===== config.mk =====
export PLATFORM = sky130hd
export DESIGN_NAME = go_back_n_sender_window_core_flat
export DESIGN_NICKNAME = d
export VERILOG_FILES = /design/src/hw/rtl/gbn_pkg.sv /design/src/hw/rtl/gbn_if.sv /design/src/hw/rtl/go_back_n_sender_window_core.sv /design/src/hw/rtl/gbn_ctrl.sv /design/src/hw/rtl/gbn_dp.sv /design/src/flat_wrapper.sv
export SDC_FILE = /design/constraint.sdc
export NUM_CORES = 1
export LEC_CHECK = 0
export ABC_AREA = 1
export BUFFER_PORTS_ARGS = -buffer_cell sky130_fd_sc_hd__buf_2
export CORE_MARGIN = 2
export CORE_UTILIZATION = 50
export CTS_CLUSTER_DIAMETER = 30
export DETAILED_ROUTE_END_ITERATION = 10
export GPL_TIMING_DRIVEN = 0
export PLACE_DENSITY = 0.7
export SETUP_SLACK_MARGIN = 0.15
export SLEW_MARGIN = 20
export SYNTH_ARGS = -nofsm -noshare
export SYNTH_HDL_FRONTEND = slang
export SYNTH_SLANG_ARGS = --single-unit

===== constraint.sdc =====
create_clock -name clk -period 6.7 [get_ports clk]
set_clock_uncertainty 0.05 [all_clocks]
set_input_delay 1.005 -clock clk [delete_from_list [all_inputs] [get_ports clk]]
set_output_delay 1.005 -clock clk [all_outputs]
set_load 0.01 [all_outputs]

===== src/hw/rtl/gbn_pkg.sv =====
// ----------------------------------------------------------------------------
// gbn_pkg: shared types and constants for the go-back-N sender window
// Phase, packet kind and event codes, register indexes and the command and
// status structs between the controller and the datapath.
// ----------------------------------------------------------------------------
package gbn_pkg;

  localparam int unsigned MAX_WINDOW = 64;
  localparam int unsigned RESULT_CAP = 64;
  localparam int unsigned WIN_CAP    = (MAX_WINDOW < RESULT_CAP) ? MAX_WINDOW : RESULT_CAP;

  localparam int unsigned WIN_W      = 7;
  localparam int unsigned SEQ_W      = 32;
  localparam int unsigned TICK_W     = 20;
  localparam int unsigned CFG_IDX_W  = 2;
  localparam int unsigned CFG_DATA_W = 32;

  localparam logic [TICK_W-1:0] TIMEOUT_RESET = TICK_W'(500000);

  typedef enum logic [2:0] {
    PH_IDLE       = 3'd0,
    PH_CONNECTING = 3'd1,
    PH_SENDING    = 3'd2,
    PH_CLOSING    = 3'd3,
    PH_DONE       = 3'd4,
    PH_FAILED     = 3'd5
  } phase_t;

  typedef enum logic [1:0] {
    KIND_START = 2'd0,
    KIND_END   = 2'd1,
    KIND_DATA  = 2'd2,
    KIND_NONE  = 2'd3
  } kind_t;

  typedef enum logic [1:0] {
    OP_BEGIN = 2'd0,
    OP_TICK  = 2'd1,
    OP_RX    = 2'd2,
    OP_NOP   = 2'd3
  } op_t;

  typedef enum logic [1:0] {
    RX_START = 2'd0,
    RX_END   = 2'd1,
    RX_DATA  = 2'd2,
    RX_ACK   = 2'd3
  } rx_type_t;

  typedef enum logic [1:0] {
    REG_WINDOW_SIZE   = 2'd0,
    REG_TOTAL_PACKETS = 2'd1,
    REG_START_SEQ     = 2'd2,
    REG_TIMEOUT_TICKS = 2'd3
  } cfg_reg_t;

  // Controller to datapath
  typedef struct packed {
    logic accept;   // capture the event
    logic decode;   // apply the event to the window state
    logic advance;  // fill the window or close
    logic emit;     // load one result into the output register
  } gbn_cmd_t;

  // Datapath to controller
  typedef struct packed {
    logic need_adv;  // decoded event moves the window
    logic out_free;  // output register can take a result
    logic emit_last; // result being loaded ends the event
  } gbn_sts_t;

endpackage


===== src/hw/rtl/gbn_if.sv =====
// ----------------------------------------------------------------------------
// gbn_if: event and result channels of the go-back-N sender window
// Valid/ready channels; a transfer happens when valid and ready are both high.
// ----------------------------------------------------------------------------
interface gbn_ev_if;
  logic        valid;
  logic        ready;
  logic [1:0]  op;
  logic [1:0]  rx_type;
  logic [31:0] rx_seq;

  modport source (output valid, output op, output rx_type, output rx_seq, input ready);
  modport sink   (input valid, input op, input rx_type, input rx_seq, output ready);
endinterface

interface gbn_res_if;
  logic        valid;
  logic        ready;
  logic [1:0]  pkt_kind;
  logic [31:0] pkt_seq;
  logic        last;
  logic [2:0]  phase_now;

  modport source (output valid, output pkt_kind, output pkt_seq, output last,
                  output phase_now, input ready);
  modport sink   (input valid, input pkt_kind, input pkt_seq, input last,
                  input phase_now, output ready);
endinterface


===== src/hw/rtl/go_back_n_sender_window_core.sv =====
// ----------------------------------------------------------------------------
// go_back_n_sender_window_core: go-back-N sliding-window sender controller
//
// Events (begin, tick, received packet) arrive on ev_in; for each event the
// block sends one or more results on res_out, each naming a packet to send
// (START, END, DATA or none) with its sequence number, the phase after the
// event, and last set on the event's final result.
// Registers (window size, packet count, START/END sequence, timeout) are
// written through cfg_we/cfg_idx/cfg_data; the user must write them only
// while the block is idle; the block does not enforce it. Timing: an event
// is taken and decoded in the next cycle; its first result enters the output
// register from the emit state, through the advance state for an ACK that
// moves the window. A burst runs at one result per cycle while res_out does
// not stall; the next event is taken once the final result is in the output
// register, while that result still waits. A retransmit burst is bounded by
// the window size. A stall on res_out holds the output register and the burst
// in place. Reset (synchronous) returns the phase to idle, clears base, next
// and the timer, and restores the registers to their reset values.
// ----------------------------------------------------------------------------
module go_back_n_sender_window_core (
  input  logic                           clk,
  input  logic                           rst,
  input  logic                           cfg_we,
  input  logic [gbn_pkg::CFG_IDX_W-1:0]  cfg_idx,
  input  logic [gbn_pkg::CFG_DATA_W-1:0] cfg_data,
  gbn_ev_if.sink                         ev_in,
  gbn_res_if.source                      res_out
);

  gbn_pkg::gbn_cmd_t cmd;
  gbn_pkg::gbn_sts_t sts;

  // Sequencer
  gbn_ctrl u_ctrl (
    .clk      (clk),
    .rst      (rst),
    .ev_valid (ev_in.valid),
    .ev_ready (ev_in.ready),
    .sts      (sts),
    .cmd      (cmd)
  );

  // Window state and output register
  gbn_dp u_dp (
    .clk        (clk),
    .rst        (rst),
    .cfg_we     (cfg_we),
    .cfg_idx    (cfg_idx),
    .cfg_data   (cfg_data),
    .ev_op      (ev_in.op),
    .ev_rx_type (ev_in.rx_type),
    .ev_rx_seq  (ev_in.rx_seq),
    .cmd        (cmd),
    .sts        (sts),
    .res_ready  (res_out.ready),
    .res_valid  (res_out.valid),
    .res_kind   (res_out.pkt_kind),
    .res_seq    (res_out.pkt_seq),
    .res_last   (res_out.last),
    .res_phase  (res_out.phase_now)
  );

  // A taken event keeps the input closed in the next cycle
  assert property (@(posedge clk) disable iff (rst)
    ev_in.valid && ev_in.ready |=> !ev_in.ready)
    else $error("event taken while the previous one is still in work");

  // A status-only result always ends its event
  assert property (@(posedge clk) disable iff (rst)
    res_out.valid && (res_out.pkt_kind == gbn_pkg::KIND_NONE) |-> res_out.last)
    else $error("status result not marked last");

  // START is only sent on entering the connecting phase
  assert property (@(posedge clk) disable iff (rst)
    res_out.valid && (res_out.pkt_kind == gbn_pkg::KIND_START) |->
      (res_out.phase_now == gbn_pkg::PH_CONNECTING) && res_out.last)
    else $error("START sent outside connecting phase");

  // DATA is only sent while the window is open
  assert property (@(posedge clk) disable iff (rst)
    res_out.valid && (res_out.pkt_kind == gbn_pkg::KIND_DATA) |->
      (res_out.phase_now == gbn_pkg::PH_SENDING))
    else $error("DATA sent outside sending phase");

endmodule


===== src/hw/rtl/gbn_ctrl.sv =====
// ----------------------------------------------------------------------------
// gbn_ctrl: sequencer of the go-back-N sender window
// Steps each event through capture, decode, optional window advance and the
// emission of its results, one result per free output slot.
// ----------------------------------------------------------------------------
module gbn_ctrl (
  input  logic              clk,
  input  logic              rst,
  input  logic              ev_valid,
  output logic              ev_ready,
  input  gbn_pkg::gbn_sts_t sts,
  output gbn_pkg::gbn_cmd_t cmd
);

  typedef enum logic [1:0] {
    S_IDLE,
    S_DECODE,
    S_ADVANCE,
    S_EMIT
  } state_t;

  state_t state;

  // Decode commands from the current state
  always_comb begin
    ev_ready    = (state == S_IDLE);
    cmd.accept  = (state == S_IDLE) && ev_valid;
    cmd.decode  = (state == S_DECODE);
    cmd.advance = (state == S_ADVANCE);
    cmd.emit    = (state == S_EMIT) && sts.out_free;
  end

  // Advance the sequence
  always_ff @(posedge clk) begin
    if (rst) begin
      state <= S_IDLE;
    end else begin
      unique case (state)
        S_IDLE: begin
          if (ev_valid) state <= S_DECODE;
        end
        S_DECODE: begin
          state <= sts.need_adv ? S_ADVANCE : S_EMIT;
        end
        S_ADVANCE: begin
          state <= S_EMIT;
        end
        S_EMIT: begin
          if (sts.out_free && sts.emit_last) state <= S_IDLE;
        end
        default: begin
          state <= S_IDLE;
        end
      endcase
    end
  end

endmodule


===== src/hw/rtl/gbn_dp.sv =====
// ----------------------------------------------------------------------------
// gbn_dp: datapath of the go-back-N sender window
// Holds the configuration, the window state and timer, the pending burst
// description and the output register.
// ----------------------------------------------------------------------------
module gbn_dp (
  input  logic                             clk,
  input  logic                             rst,
  input  logic                             cfg_we,
  input  logic [gbn_pkg::CFG_IDX_W-1:0]    cfg_idx,
  input  logic [gbn_pkg::CFG_DATA_W-1:0]   cfg_data,
  input  logic [1:0]                       ev_op,
  input  logic [1:0]                       ev_rx_type,
  input  logic [gbn_pkg::SEQ_W-1:0]        ev_rx_seq,
  input  gbn_pkg::gbn_cmd_t                cmd,
  output gbn_pkg::gbn_sts_t                sts,
  input  logic                             res_ready,
  output logic                             res_valid,
  output logic [1:0]                       res_kind,
  output logic [gbn_pkg::SEQ_W-1:0]        res_seq,
  output logic                             res_last,
  output logic [2:0]                       res_phase
);

  typedef enum logic [1:0] {
    EM_NONE,
    EM_SINGLE,
    EM_RANGE
  } em_mode_t;

  // Configuration
  logic [gbn_pkg::WIN_W-1:0]  window_size;
  logic [gbn_pkg::SEQ_W-1:0]  total_packets;
  logic [gbn_pkg::SEQ_W-1:0]  start_seq;
  logic [gbn_pkg::TICK_W-1:0] timeout_ticks;

  // Window state
  gbn_pkg::phase_t            phase;
  logic [gbn_pkg::SEQ_W-1:0]  window_base;
  logic [gbn_pkg::SEQ_W-1:0]  next_to_send;
  logic [gbn_pkg::TICK_W-1:0] elapsed_ticks;

  // Captured event
  gbn_pkg::op_t               op_q;
  gbn_pkg::rx_type_t          rx_type_q;
  logic [gbn_pkg::SEQ_W-1:0]  rx_seq_q;

  // Pending burst
  em_mode_t                   em_mode;
  gbn_pkg::kind_t             em_kind;
  logic [gbn_pkg::SEQ_W-1:0]  em_cur;
  logic [gbn_pkg::SEQ_W-1:0]  em_hi;

  // Decode helpers
  logic [gbn_pkg::TICK_W-1:0] elapsed_inc;
  logic                       expired;
  logic                       is_ack;
  logic                       ack_fits;
  logic                       conn_ack;
  logic                       close_ack;

  // Advance helpers
  logic [gbn_pkg::WIN_W-1:0]  win_eff;
  logic [gbn_pkg::SEQ_W:0]    limit;
  logic [gbn_pkg::SEQ_W-1:0]  hi_val;
  logic                       base_done;

  // Emit helpers
  logic [gbn_pkg::SEQ_W:0]    cur_inc;
  logic                       range_has;
  gbn_pkg::kind_t             nx_kind;
  logic [gbn_pkg::SEQ_W-1:0]  nx_seq;
  logic                       nx_last;

  // Timer and ACK checks
  always_comb begin
    elapsed_inc = (elapsed_ticks == '1) ? elapsed_ticks : elapsed_ticks + 1'b1;
    expired     = (elapsed_inc >= timeout_ticks);
    is_ack      = (op_q == gbn_pkg::OP_RX) && (rx_type_q == gbn_pkg::RX_ACK);
    ack_fits    = (rx_seq_q > window_base) && (rx_seq_q <= next_to_send);
    conn_ack    = is_ack && (phase == gbn_pkg::PH_CONNECTING) && (rx_seq_q == start_seq);
    close_ack   = is_ack && (phase == gbn_pkg::PH_CLOSING) && (rx_seq_q == start_seq);
  end

  // Window limit, clamped to the supported window
  always_comb begin
    if (window_size == '0) begin
      win_eff = gbn_pkg::WIN_W'(1);
    end else if (window_size > gbn_pkg::WIN_W'(gbn_pkg::WIN_CAP)) begin
      win_eff = gbn_pkg::WIN_W'(gbn_pkg::WIN_CAP);
    end else begin
      win_eff = window_size;
    end
    limit     = {1'b0, window_base} + (gbn_pkg::SEQ_W+1)'(win_eff);
    hi_val    = (limit < {1'b0, total_packets}) ? limit[gbn_pkg::SEQ_W-1:0] : total_packets;
    base_done = (window_base >= total_packets);
  end

  // Next result of the pending burst
  always_comb begin
    cur_inc   = {1'b0, em_cur} + 1'b1;
    range_has = (em_cur < em_hi);
    nx_kind   = gbn_pkg::KIND_NONE;
    nx_seq    = '0;
    nx_last   = 1'b1;
    unique case (em_mode)
      EM_SINGLE: begin
        nx_kind = em_kind;
        nx_seq  = em_cur;
      end
      EM_RANGE: begin
        if (range_has) begin
          nx_kind = gbn_pkg::KIND_DATA;
          nx_seq  = em_cur;
          nx_last = (cur_inc == {1'b0, em_hi});
        end
      end
      default: begin
        nx_kind = gbn_pkg::KIND_NONE;
      end
    endcase
  end

  always_comb begin
    sts.need_adv  = conn_ack || (is_ack && (phase == gbn_pkg::PH_SENDING) && ack_fits);
    sts.out_free  = !res_valid || res_ready;
    sts.emit_last = nx_last;
  end

  // Capture the event
  always_ff @(posedge clk) begin
    if (cmd.accept) begin
      op_q      <= gbn_pkg::op_t'(ev_op);
      rx_type_q <= gbn_pkg::rx_type_t'(ev_rx_type);
      rx_seq_q  <= ev_rx_seq;
    end
  end

  // Configuration, window state, burst and output register
  always_ff @(posedge clk) begin
    if (rst) begin
      window_size   <= gbn_pkg::WIN_W'(1);
      total_packets <= '0;
      start_seq     <= '0;
      timeout_ticks <= gbn_pkg::TIMEOUT_RESET;
      phase         <= gbn_pkg::PH_IDLE;
      window_base   <= '0;
      next_to_send  <= '0;
      elapsed_ticks <= '0;
      em_mode       <= EM_NONE;
      em_kind       <= gbn_pkg::KIND_NONE;
      em_cur        <= '0;
      em_hi         <= '0;
      res_valid     <= 1'b0;
      res_kind      <= gbn_pkg::KIND_NONE;
      res_seq       <= '0;
      res_last      <= 1'b0;
      res_phase     <= gbn_pkg::PH_IDLE;
    end else begin
      // Register writes
      if (cfg_we) begin
        unique case (gbn_pkg::cfg_reg_t'(cfg_idx))
          gbn_pkg::REG_WINDOW_SIZE:   window_size   <= cfg_data[gbn_pkg::WIN_W-1:0];
          gbn_pkg::REG_TOTAL_PACKETS: total_packets <= cfg_data[gbn_pkg::SEQ_W-1:0];
          gbn_pkg::REG_START_SEQ:     start_seq     <= cfg_data[gbn_pkg::SEQ_W-1:0];
          gbn_pkg::REG_TIMEOUT_TICKS: timeout_ticks <= cfg_data[gbn_pkg::TICK_W-1:0];
          default: ;
        endcase
      end

      // Apply the event
      if (cmd.decode) begin
        em_mode <= EM_NONE;
        priority if (op_q == gbn_pkg::OP_BEGIN) begin
          if (phase == gbn_pkg::PH_IDLE || phase == gbn_pkg::PH_DONE ||
              phase == gbn_pkg::PH_FAILED) begin
            window_base   <= '0;
            next_to_send  <= '0;
            elapsed_ticks <= '0;
            phase         <= gbn_pkg::PH_CONNECTING;
            em_mode       <= EM_SINGLE;
            em_kind       <= gbn_pkg::KIND_START;
            em_cur        <= start_seq;
          end
        end else if (op_q == gbn_pkg::OP_TICK) begin
          if (phase == gbn_pkg::PH_CONNECTING) begin
            elapsed_ticks <= elapsed_inc;
            if (expired) phase <= gbn_pkg::PH_FAILED;
          end else if (phase == gbn_pkg::PH_SENDING) begin
            if (expired) begin
              // resend everything outstanding
              elapsed_ticks <= '0;
              em_mode       <= EM_RANGE;
              em_cur        <= window_base;
              em_hi         <= next_to_send;
            end else begin
              elapsed_ticks <= elapsed_inc;
            end
          end else if (phase == gbn_pkg::PH_CLOSING) begin
            if (expired) begin
              elapsed_ticks <= '0;
              em_mode       <= EM_SINGLE;
              em_kind       <= gbn_pkg::KIND_END;
              em_cur        <= start_seq;
            end else begin
              elapsed_ticks <= elapsed_inc;
            end
          end
        end else if (conn_ack) begin
          phase         <= gbn_pkg::PH_SENDING;
          elapsed_ticks <= '0;
        end else if (sts.need_adv) begin
          window_base   <= rx_seq_q;
          elapsed_ticks <= '0;
        end else if (close_ack) begin
          phase <= gbn_pkg::PH_DONE;
        end
      end

      // Fill the window, or send END once all is acknowledged
      if (cmd.advance) begin
        if (base_done) begin
          phase         <= gbn_pkg::PH_CLOSING;
          elapsed_ticks <= '0;
          em_mode       <= EM_SINGLE;
          em_kind       <= gbn_pkg::KIND_END;
          em_cur        <= start_seq;
        end else begin
          em_mode <= EM_RANGE;
          em_cur  <= next_to_send;
          em_hi   <= hi_val;
          if (next_to_send < hi_val) next_to_send <= hi_val;
        end
      end

      // Output register: load on emit, drop after the transfer
      if (cmd.emit) begin
        res_valid <= 1'b1;
        res_kind  <= nx_kind;
        res_seq   <= nx_seq;
        res_last  <= nx_last;
        res_phase <= phase;
        em_cur    <= cur_inc[gbn_pkg::SEQ_W-1:0];
      end else if (res_ready) begin
        res_valid <= 1'b0;
      end
    end
  end

endmodule

===== src/flat_wrapper.sv =====
// flat-port wrapper written by rule: the top's interface ports become plain ports
module go_back_n_sender_window_core_flat 
  (clk, rst, cfg_we, cfg_idx, cfg_data, ev_in_valid, ev_in_op, ev_in_rx_type, ev_in_rx_seq, ev_in_ready, res_out_valid, res_out_pkt_kind, res_out_pkt_seq, res_out_last, res_out_phase_now, res_out_ready);
  gbn_ev_if ev_in_i ();
  gbn_res_if res_out_i ();
  input  logic clk;
  input  logic rst;
  input  logic cfg_we;
  input  logic [gbn_pkg::CFG_IDX_W-1:0] cfg_idx;
  input  logic [gbn_pkg::CFG_DATA_W-1:0] cfg_data;
  input wire logic [$bits(ev_in_i.valid)-1:0] ev_in_valid;
  input wire logic [$bits(ev_in_i.op)-1:0] ev_in_op;
  input wire logic [$bits(ev_in_i.rx_type)-1:0] ev_in_rx_type;
  input wire logic [$bits(ev_in_i.rx_seq)-1:0] ev_in_rx_seq;
  output wire logic [$bits(ev_in_i.ready)-1:0] ev_in_ready;
  output wire logic [$bits(res_out_i.valid)-1:0] res_out_valid;
  output wire logic [$bits(res_out_i.pkt_kind)-1:0] res_out_pkt_kind;
  output wire logic [$bits(res_out_i.pkt_seq)-1:0] res_out_pkt_seq;
  output wire logic [$bits(res_out_i.last)-1:0] res_out_last;
  output wire logic [$bits(res_out_i.phase_now)-1:0] res_out_phase_now;
  input wire logic [$bits(res_out_i.ready)-1:0] res_out_ready;
  assign ev_in_i.valid = ev_in_valid;
  assign ev_in_i.op = ev_in_op;
  assign ev_in_i.rx_type = ev_in_rx_type;
  assign ev_in_i.rx_seq = ev_in_rx_seq;
  assign ev_in_ready = ev_in_i.ready;
  assign res_out_valid = res_out_i.valid;
  assign res_out_pkt_kind = res_out_i.pkt_kind;
  assign res_out_pkt_seq = res_out_i.pkt_seq;
  assign res_out_last = res_out_i.last;
  assign res_out_phase_now = res_out_i.phase_now;
  assign res_out_i.ready = res_out_ready;
  go_back_n_sender_window_core u_core (.clk(clk), .rst(rst), .cfg_we(cfg_we), .cfg_idx(cfg_idx), .cfg_data(cfg_data), .ev_in(ev_in_i), .res_out(res_out_i));
endmodule

==> results, run 1 <==
- The flow ran to the end, and the final reports show no timing, DRC or antenna violations.
- The count of flip-flops with a built-in enable after synthesis is 36.
- The die boundary height is roughly 210 um.
- The static leakage is ~12 nW.
- In this run, the number of DRC markers left after iteration 0 of detailed routing was 2,076.
- The worst-case IR drop observed on VDD is ~0.25 mV.
- 115 I/O pins were placed.
- The slowest stage of the critical path is the fa_2 cell.
- The total overflow left after global routing is 0.
- Across the run, the number of max-cap violations was 0.
- The reported net switching power is 5.900 mW.
- For this run, the detailed router's first-pass iteration total came to 6.
- The count of buffers inserted at the top-level ports is around 110.
- The final net count is 3,696.
- The Yosys step of the flow raised 0 warnings.
- In the layout the commonest cells are nand2_1 (613), a21oi_1 (351), inv_1 (330).
- Counting instances, the worst hold path has a depth of 2.
- The region available for standard cell placement spans around 44,000 sq um.
- The longest individual stage delay on the worst path is between 0.3 and 0.4 ns.
- The via count of the first global-routing pass was 22,846.
- The fraction of power consumed by sequential logic is between 20% and 30%.
- The fraction of final layout cells with drive strength greater than 1 is between 10% and 20%.
- The nature of the critical path startpoint is a register.
- The CTS root buffer is clkbuf_16.
- Setup violations remaining at the end of the flow were counted as 0.
- The count of nets left with antenna violations after detail routing is 0.
- At the pin with the least slew margin, the transition time is around 1.1 ns.
- The number of hold-slack violations in the final timing report is 0.
- Across all layers, the routed design uses about 24,000 vias.
- The design draws 13.44 mW.
- The cell count after placement is between 3,000 and 4,000.
- The critical path contains buffers and inverters numbering 9 combined.
- The clock network latency to the later pin of the worst-skew pair is ~0.62 ns.
- Synthesis instantiated 58 different standard cells from the library.
- The die covers roughly 46,000 sq um.
- Once layout is done, the placed cells without fillers occupy 27,400 sq um.
- The class of the most critical setup path is register to register.
- The number of cells produced by synthesis is ~3,200.
- The maximum number of pins on one net before global-route repair is 29.
- At the worst endpoint, the arrival time is slightly above 7 ns.
- The critical-path maximum fanout is 8.
- For this configuration, the core starts out at a cell density of about half.
- The minimum clock period after layout is between 6 and 7 ns.
- The portion of total power attributed to the clock network is roughly 32%.
- Routability-driven placement finished with a final weighted congestion of ~0.98.
- For the worst flop-to-flop path, the logic depth is between 40 and 50.
- dfxtp_1 takes more of the synthesized area than any other cell.
- Counting flops with an async set or reset pin after synthesis yields a share of 0%.
- Internal power comes to approximately 7.5 mW.
- TritonCTS built the clock tree.
- The critical path capture point type is a register.
- Setup repair after global routing could not meet its margin everywhere.
- The buffer depth of the longest clock path is 3.
- In this run the cell area measured after placement is between 20,000 and 25,000 sq um.
- Synthesis produced a netlist with a net count of 3,461.
- The power density of the placed cells is 490.5 nW/um^2.
- The first global-routing pass estimated between 100,000 and 150,000 um of wire.
- After detailed routing, the average wire length per cell comes to about 21 um.
- The number of pins with negative max-slew slack in the final report is 0.
- The HPWL after detailed placement is between 60,000 and 70,000 um.
- CTS saw 323 sinks.
- STA puts the critical path data required time at approximately 7.2 ns.
- The mapped netlist covers between 20,000 and 25,000 sq um.
- The initial antenna violation count is 2.
- For this run, design rule violations remaining after detail routing come to 0.
- The area growth from synthesis to layout is 23.58%.
- Counting the buffers created by CTS gives 87.
- Sequential cells were found to cover about 31% of the synthesized design area.
- The number of cells in the finished layout apart from fillers is about 4,000.
- After filler insertion, the fill cell instance count of the layout stands at slightly above 4,000.
- After clock tree synthesis, the clock-pin slew on the worst setup and hold paths is 0.05 ns.
- The most common flop cell mapped by yosys is dfxtp_1.
- The CTS H-tree depth is 3.
- The number of placement rows is 77.
- Measured on the finished design, the core utilization comes to 62.24%.
- The top-area cell type share of the netlist area is 25.91%.
- In this run the worst hold path is classified as register to register.
- The vias per cell is 5.806.
- Leaving out fill and tap cells, the most frequent cell in the layout is nand2_1.
- Yosys attributes the largest share of cell area to dfxtp_1 (26%), ha_1 (13%), nand2_1 (11%), a21oi_1 (8.1%), o21ai_0 (6.4%).
- In this run, synthesis produced a sequential element count of ~320.
- In this run the mean area of a mapped cell was about 7.0 sq um.
- The cell depth of the worst setup path is 46.
- Of the available clock period, the critical path in the final layout requires 99.84%.
- Static timing analysis puts the maximum clock frequency at 149.5 MHz.
- The all-layer global routing usage is between 30% and 40%.
- The combinational share of power is between 40% and 50%.
- Broken down by cell family, the worst path's largest delay share belongs to simple AND/OR/NAND/NOR gates.
- Net switching is a little over two fifths of the power.
- The die outline width is approximately 210 um.
- The post-detailed-routing wire length is 85,190 um.
- Headroom to the max-slew limit came out at between 20% and 30%.
==> tightest hold or removal path, delay by kind of cell, from the launching register on <==
kind             cells  cell delay (ns)
AND/OR/NAND/NOR      1             0.06
flip-flops           1             0.30
AO/OA/AOI/OAI        1             0.05
==> timing repair <==
action / CTS / global route
pin swaps: 18 / 38
resized for setup: 112 / 63
cloned: 0 / 2
endpoints found under the setup margin: 32 / 32
buffers inserted: 13 / 16
hold buffers: 0 / 0
==> power groups by stage <==
| stage | clock (mW) | combinational (mW) | sequential, mW |
|---|---|---|---|
| 2_1_floorplan | 0 | 3.74 | 2.76 |
| 3_3_place_gp | 0 | 5.21 | 2.97 |
| 3_5_place_dp | 0 | 5.38 | 2.97 |
| 4_1_cts | 4.35 | 5.74 | 2.94 |
| 5_1_grt | 4.46 | 6.78 | 3.00 |
| 6_report | 4.32 | 6.15 | 2.97 |
==> registers in the layout, indices dropped and copies added (netlist names), 3 cells and up <==
register and flops:
u_core.u_dp.res_phase 3, u_core.u_dp.phase 3, u_core.u_dp.elapsed_ticks 20, u_core.u_dp.timeout_ticks 20, u_core.u_dp.window_base 32, u_core.u_dp.start_seq 32, u_core.u_dp.res_seq 32, u_core.u_dp.total_packets 32
u_core.u_dp.window_size 7, u_core.u_dp.em_hi 32, u_core.u_dp.rx_seq_q 32, u_core.u_dp.next_to_send 32, u_core.u_dp.em_cur 32
==> cell type report <==
type | instances | area [sq um] | share of cell area (%)
Inverter | 346 | 1301 | 4.749
Tap cell | 592 | 740.7 | 2.703
Multi-Input combinational cell | 2344 | 13890 | 50.71
Timing Repair Buffer | 146 | 857.1 | 3.128
Buffer | 147 | 689.4 | 2.516
Antenna cell | 6 | 15.01 | 0.05479
Sequential cell | 323 | 6829 | 24.92
Clock inverter | 52 | 676.9 | 2.470
Clock buffer | 108 | 2399 | 8.753
==> per-stage QoR <==
stage | setup slack (ns) | TNS (ns) | hold WS [ns]
2_1_floorplan | 0.3838 | 0 | 0.3853
3_3_place_gp | -1.638 | -48.94 | 0.3986
3_5_place_dp | -1.801 | -54.01 | 0.4039
4_1_cts | 0.1433 | 0 | 0.4124
5_1_grt | -0.2580 | -7.313 | 0.4338
6_report | 0.01077 | 0 | 0.4087
==> layer usage <==
layer	share of wire (%)	global-route usage [%]
met5	0.026	0
met4	5.6	20.49
met1	41	44.90
met2	46	59.64
met3	7.3	6.440
==> kinds of logic after synthesis <==
group / count (synthesis) / synth area share (%)
xor gates and xnor gates: 109 / 4.367
DFF: 323 / 30.79
adders and majority gates: 226 / 12.79
AOI/OAI and AO/OA: 826 / 20.83
and+or+nand+nor: 1183 / 22.66
buffers and inverters: 493 / 8.571
==> cell usage after synthesis (4+ instances only) <==
master       n
o211ai_1    50
buf_2       10
a211oi_1    53
o22ai_1      6
nor3_1      39
xnor2_1     15
nand3_1    103
nor2_1     284
inv_1      337
nor4_1      18
nand2_1    625
o21ai_0    285
o21ai_1      4
edfxtp_1    36
nor2_2       5
buf_4        8
clkbuf_1   118
o2111ai_1   34
dfxtp_1    287
or2_2       26
nand2_2      7
nand4_1     53
o21a_1       6
ha_1       225
clkinv_1     6
a21o_1       4
xor2_1      93
a21oi_1    358
a31oi_1      7
o31ai_1      8
buf_1       10
==> path summary, 6_finish.rpt <==
check	to	slack, ns	start
min reg2reg	u_core.u_dp.res_seq[26]$_SDFFE_PP0P_	0.41	u_core.u_dp.res_seq[26]$_SDFFE_PP0P_
max	u_core.u_dp.next_to_send[21]$_SDFF_PP0_	0.01	u_core.u_dp.window_size[3]$_SDFFE_PP0P_
max reg2reg	u_core.u_dp.next_to_send[21]$_SDFF_PP0_	0.01	u_core.u_dp.window_size[3]$_SDFFE_PP0P_
min	u_core.u_dp.res_seq[26]$_SDFFE_PP0P_	0.41	u_core.u_dp.res_seq[26]$_SDFFE_PP0P_
No activity file was read; power rests on OpenSTA's default activity.
==> run 2, diff against run 1 <==
Settings changed: CTS_BUF_LIST from default to sky130_fd_sc_hd__clkbuf_4 sky130_fd_sc_hd__clkbuf_8.
==> results, run 2 (synthesis gave the netlist of run 1 again) <==
- By startpoint and endpoint, the worst setup path is classified as register to register.
- The first-pass iteration count of the detailed router is 5.
- The worst setup path is launched from a register.
- Routed signal wires occupy layers up through met4.
- The H-tree was split into 3 levels.
- In this run the deepest clock path goes through 3 buffers.
- The die boundary height is 214.6 um.
- The critical-path maximum fanout is 10.
- The post-detailed-routing wire length is about 84,000 um.
- In this run, the number of DRC markers left after iteration 0 of detailed routing was about 2,200.
- The initial utilization of the core area, before any placement, comes to approximately 50%.
- Power spread over the standard cell area amounts to 458.8 nW/um^2.
- On the worst path, the slowest cell contributes a delay of roughly 0.37 ns.
- The switching part of the total is ~47%.
- The fill cell total of the finished layout is 4,181.
- The congestion estimate from routability-driven global placement came to 0.9766.
- The worst voltage drop across the vdd grid is 0.2961 mV.
- The static leakage is between 10 and 15 nW.
- The cell area after placement is between 20,000 and 25,000 sq um.
- Combinational logic burns between 50% and 60% of the power.
- The clock network burns between 20% and 30% of the power.
- The clock reaches the later pin of the worst-skew pair after around 0.7 ns.
- Setup repair after global routing could not meet its margin everywhere.
- The required time of the critical path is roughly 7.2 ns.
- The count of buffers inserted at the top-level ports is 114.
- The cell type of the slowest stage on the worst timing path is fa_2.
- The CTS tree is yes.
- The worst setup path is captured at a register.
- In this run the power spent charging and discharging nets is ~5.7 mW.
- The initial antenna violation count came to 0.
- The core area is 44,030 sq um.
- For the pin with the worst max-slew slack, the measured transition is around 1.1 ns.
- The tree is rooted in a clkbuf_8.
- The final net count is about 3,700.
- Entering global routing, the biggest net connects 29 pins.
- Across the run, the number of max-cap violations was 0.
- In the layout the commonest cells are nand2_1 (615), a21oi_1 (351), inv_1 (330).
- The number of pins with negative max-slew slack in the final report came to 0.
- The post-route netlist has between 10% and 20% of its cells at a drive strength greater than 1.
- The final design area excluding fillers is 26,420 sq um.
- The post-route clock period utilization is ~100%.
- The count of nets left with antenna violations after detail routing is 0.
- After clock tree synthesis, the clock-pin slew on the worst setup and hold paths is around 0.060 ns.
- Summed over all nets, wire length on met3 after detailed routing comes to between 5000 and 6000 um.
- After detailed routing, the number of remaining DRC violations is 0.
- For this run the aggregate overflow at the end of global routing stands at 0.
- The most frequent standard cell in the layout excluding fill and tap cells is nand2_1.
- The critical path's top delay family is simple AND/OR/NAND/NOR gates.
- Using the TritonRoute via totals, the vias-per-cell ratio works out to between 5 and 6.
- In the final routed layout, each cell accounts on average for between 20 and 25 um.
- The internal power of the cells totals 6.450 mW.
- The via count of the first global-routing pass is approximately 23,000.
- The I/O pin count is 115.
- The number of buffers created by CTS is 87.
- The arrival time of the worst setup path is slightly above 7 ns.
- The number of hold-slack violations in the final timing report came to 0.
- The run finished with clean final reports.
- The die is between 200 and 250 um wide.
- The floorplan has 77 rows.
- In the final routing, the length of wire on met1 measures 35,210 um.
- The die area is between 40,000 and 50,000 sq um.
- Static timing analysis puts the maximum clock frequency at ~150 MHz.
- The HPWL after detailed placement is between 60,000 and 70,000 um.
- The path class of the tightest hold or removal check is register to register.
- The total via count in the routed design is 23,523.
- Counting both buffers and inverters, the worst setup path holds a total of 9.
- The fraction of power consumed by sequential logic is roughly a quarter.
- Clock tree synthesis found a total of 323 sinks.
- The number of setup violations in the final report is 0.
- The relative max-transition margin is roughly a quarter.
- Hold is met by 0.4107 ns.
- Detailed routing placed a total of ~38,000 um of wire on met2.
- The all-layer global routing usage is a little over a third.
- The first global-routing pass estimated roughly 130,000 um of wire.
- Counting I/O delays and the setup requirement, the final critical path takes between 6 and 7 ns.
- The area growth from synthesis to layout is 19.15%.
[run 2: changes by cell type in the layout (fill, tap and decap cells not counted), sizes merged]
cell,change
clkbuf,+3
diode,-1
buf,-1
inv,+2
clkinv,-3
[run 2: final cells by class]
type                    count  area, sq um  area share (%)
inverters                 346         1301           4.925
well taps                 592        740.7           2.804
flip-flops and latches    323         6829           25.85
clock buffers             109         1438           5.441
multi-input cells        2344        13900           52.60
plain buffers             147        710.7           2.690
clock inverters            51        626.9           2.373
diodes                      5        12.51         0.04736
repair buffers            147        864.6           3.272
[run 2: worst paths after layout]
path / from / endpoint / slack, ns / depth (start not counted)
max: u_core.u_dp.window_size[0]$_SDFFE_PP1P_ / u_core.u_dp.next_to_send[11]$_SDFF_PP0_ / 0.02 / 45
min: u_core.u_dp.res_seq[26]$_SDFFE_PP0P_ / u_core.u_dp.res_seq[26]$_SDFFE_PP0P_ / 0.41 / 2
max reg2reg: u_core.u_dp.window_size[0]$_SDFFE_PP1P_ / u_core.u_dp.next_to_send[11]$_SDFF_PP0_ / 0.02 / 45
min reg2reg: u_core.u_dp.res_seq[26]$_SDFFE_PP0P_ / u_core.u_dp.res_seq[26]$_SDFFE_PP0P_ / 0.41 / 2
[run 2: layer usage]
| layer | GRT usage, % | vias up |
|---|---|---|
| met2 | 58.34 | 944 |
| li1 | - | 11240 |
| met4 | 20.83 | 0 |
| met5 | 0 | - |
| met1 | 44.79 | 11100 |
| met3 | 6.440 | 239 |
[run 2: tightest hold or removal path, cell delays in order (launching register included)]
cell     delay (ns)
dfxtp_1        0.30
nand2_1        0.06
a21oi_1        0.05
[run 2: repair_timing]
| item | 4_1_cts | 5_1_grt |
|---|---|---|
| hold buffers | 0 | 0 |
| setup buffers | 17 | 13 |
| resized for setup | 120 | 54 |
| pin swaps | 19 | 35 |
| cloned | 0 | 2 |
| setup endpoints to repair | 32 | 32 |
[run 2: per-stage QoR]
stage | TNS [ns] | total power, mW | utilization, % | worst slack, ns | cells
2_1_floorplan | 0 | 6.497 | - | 0.3838 | 3160
3_3_place_gp | -48.94 | 8.180 | 53.34 | -1.638 | 3866
3_5_place_dp | -54.01 | 8.343 | 53.39 | -1.801 | 3867
4_1_cts | 0 | 11.75 | 59.23 | 0.1432 | 4044
5_1_grt | -6.755 | 12.92 | 59.98 | -0.2580 | 4059
6_report | 0 | 12.12 | 60.01 | 0.01917 | 4064
[run 2: power by group through the flow]
stage                     logic (mW)  registers (mW)  clock network [mW]
after floorplan                 3.74            2.76                   0
after global placement          5.21            2.97                   0
after detailed placement        5.38            2.97                   0
after CTS                       5.77            2.94                3.04
after global routing            6.78            2.99                3.15
final                           6.15            2.96                3.01
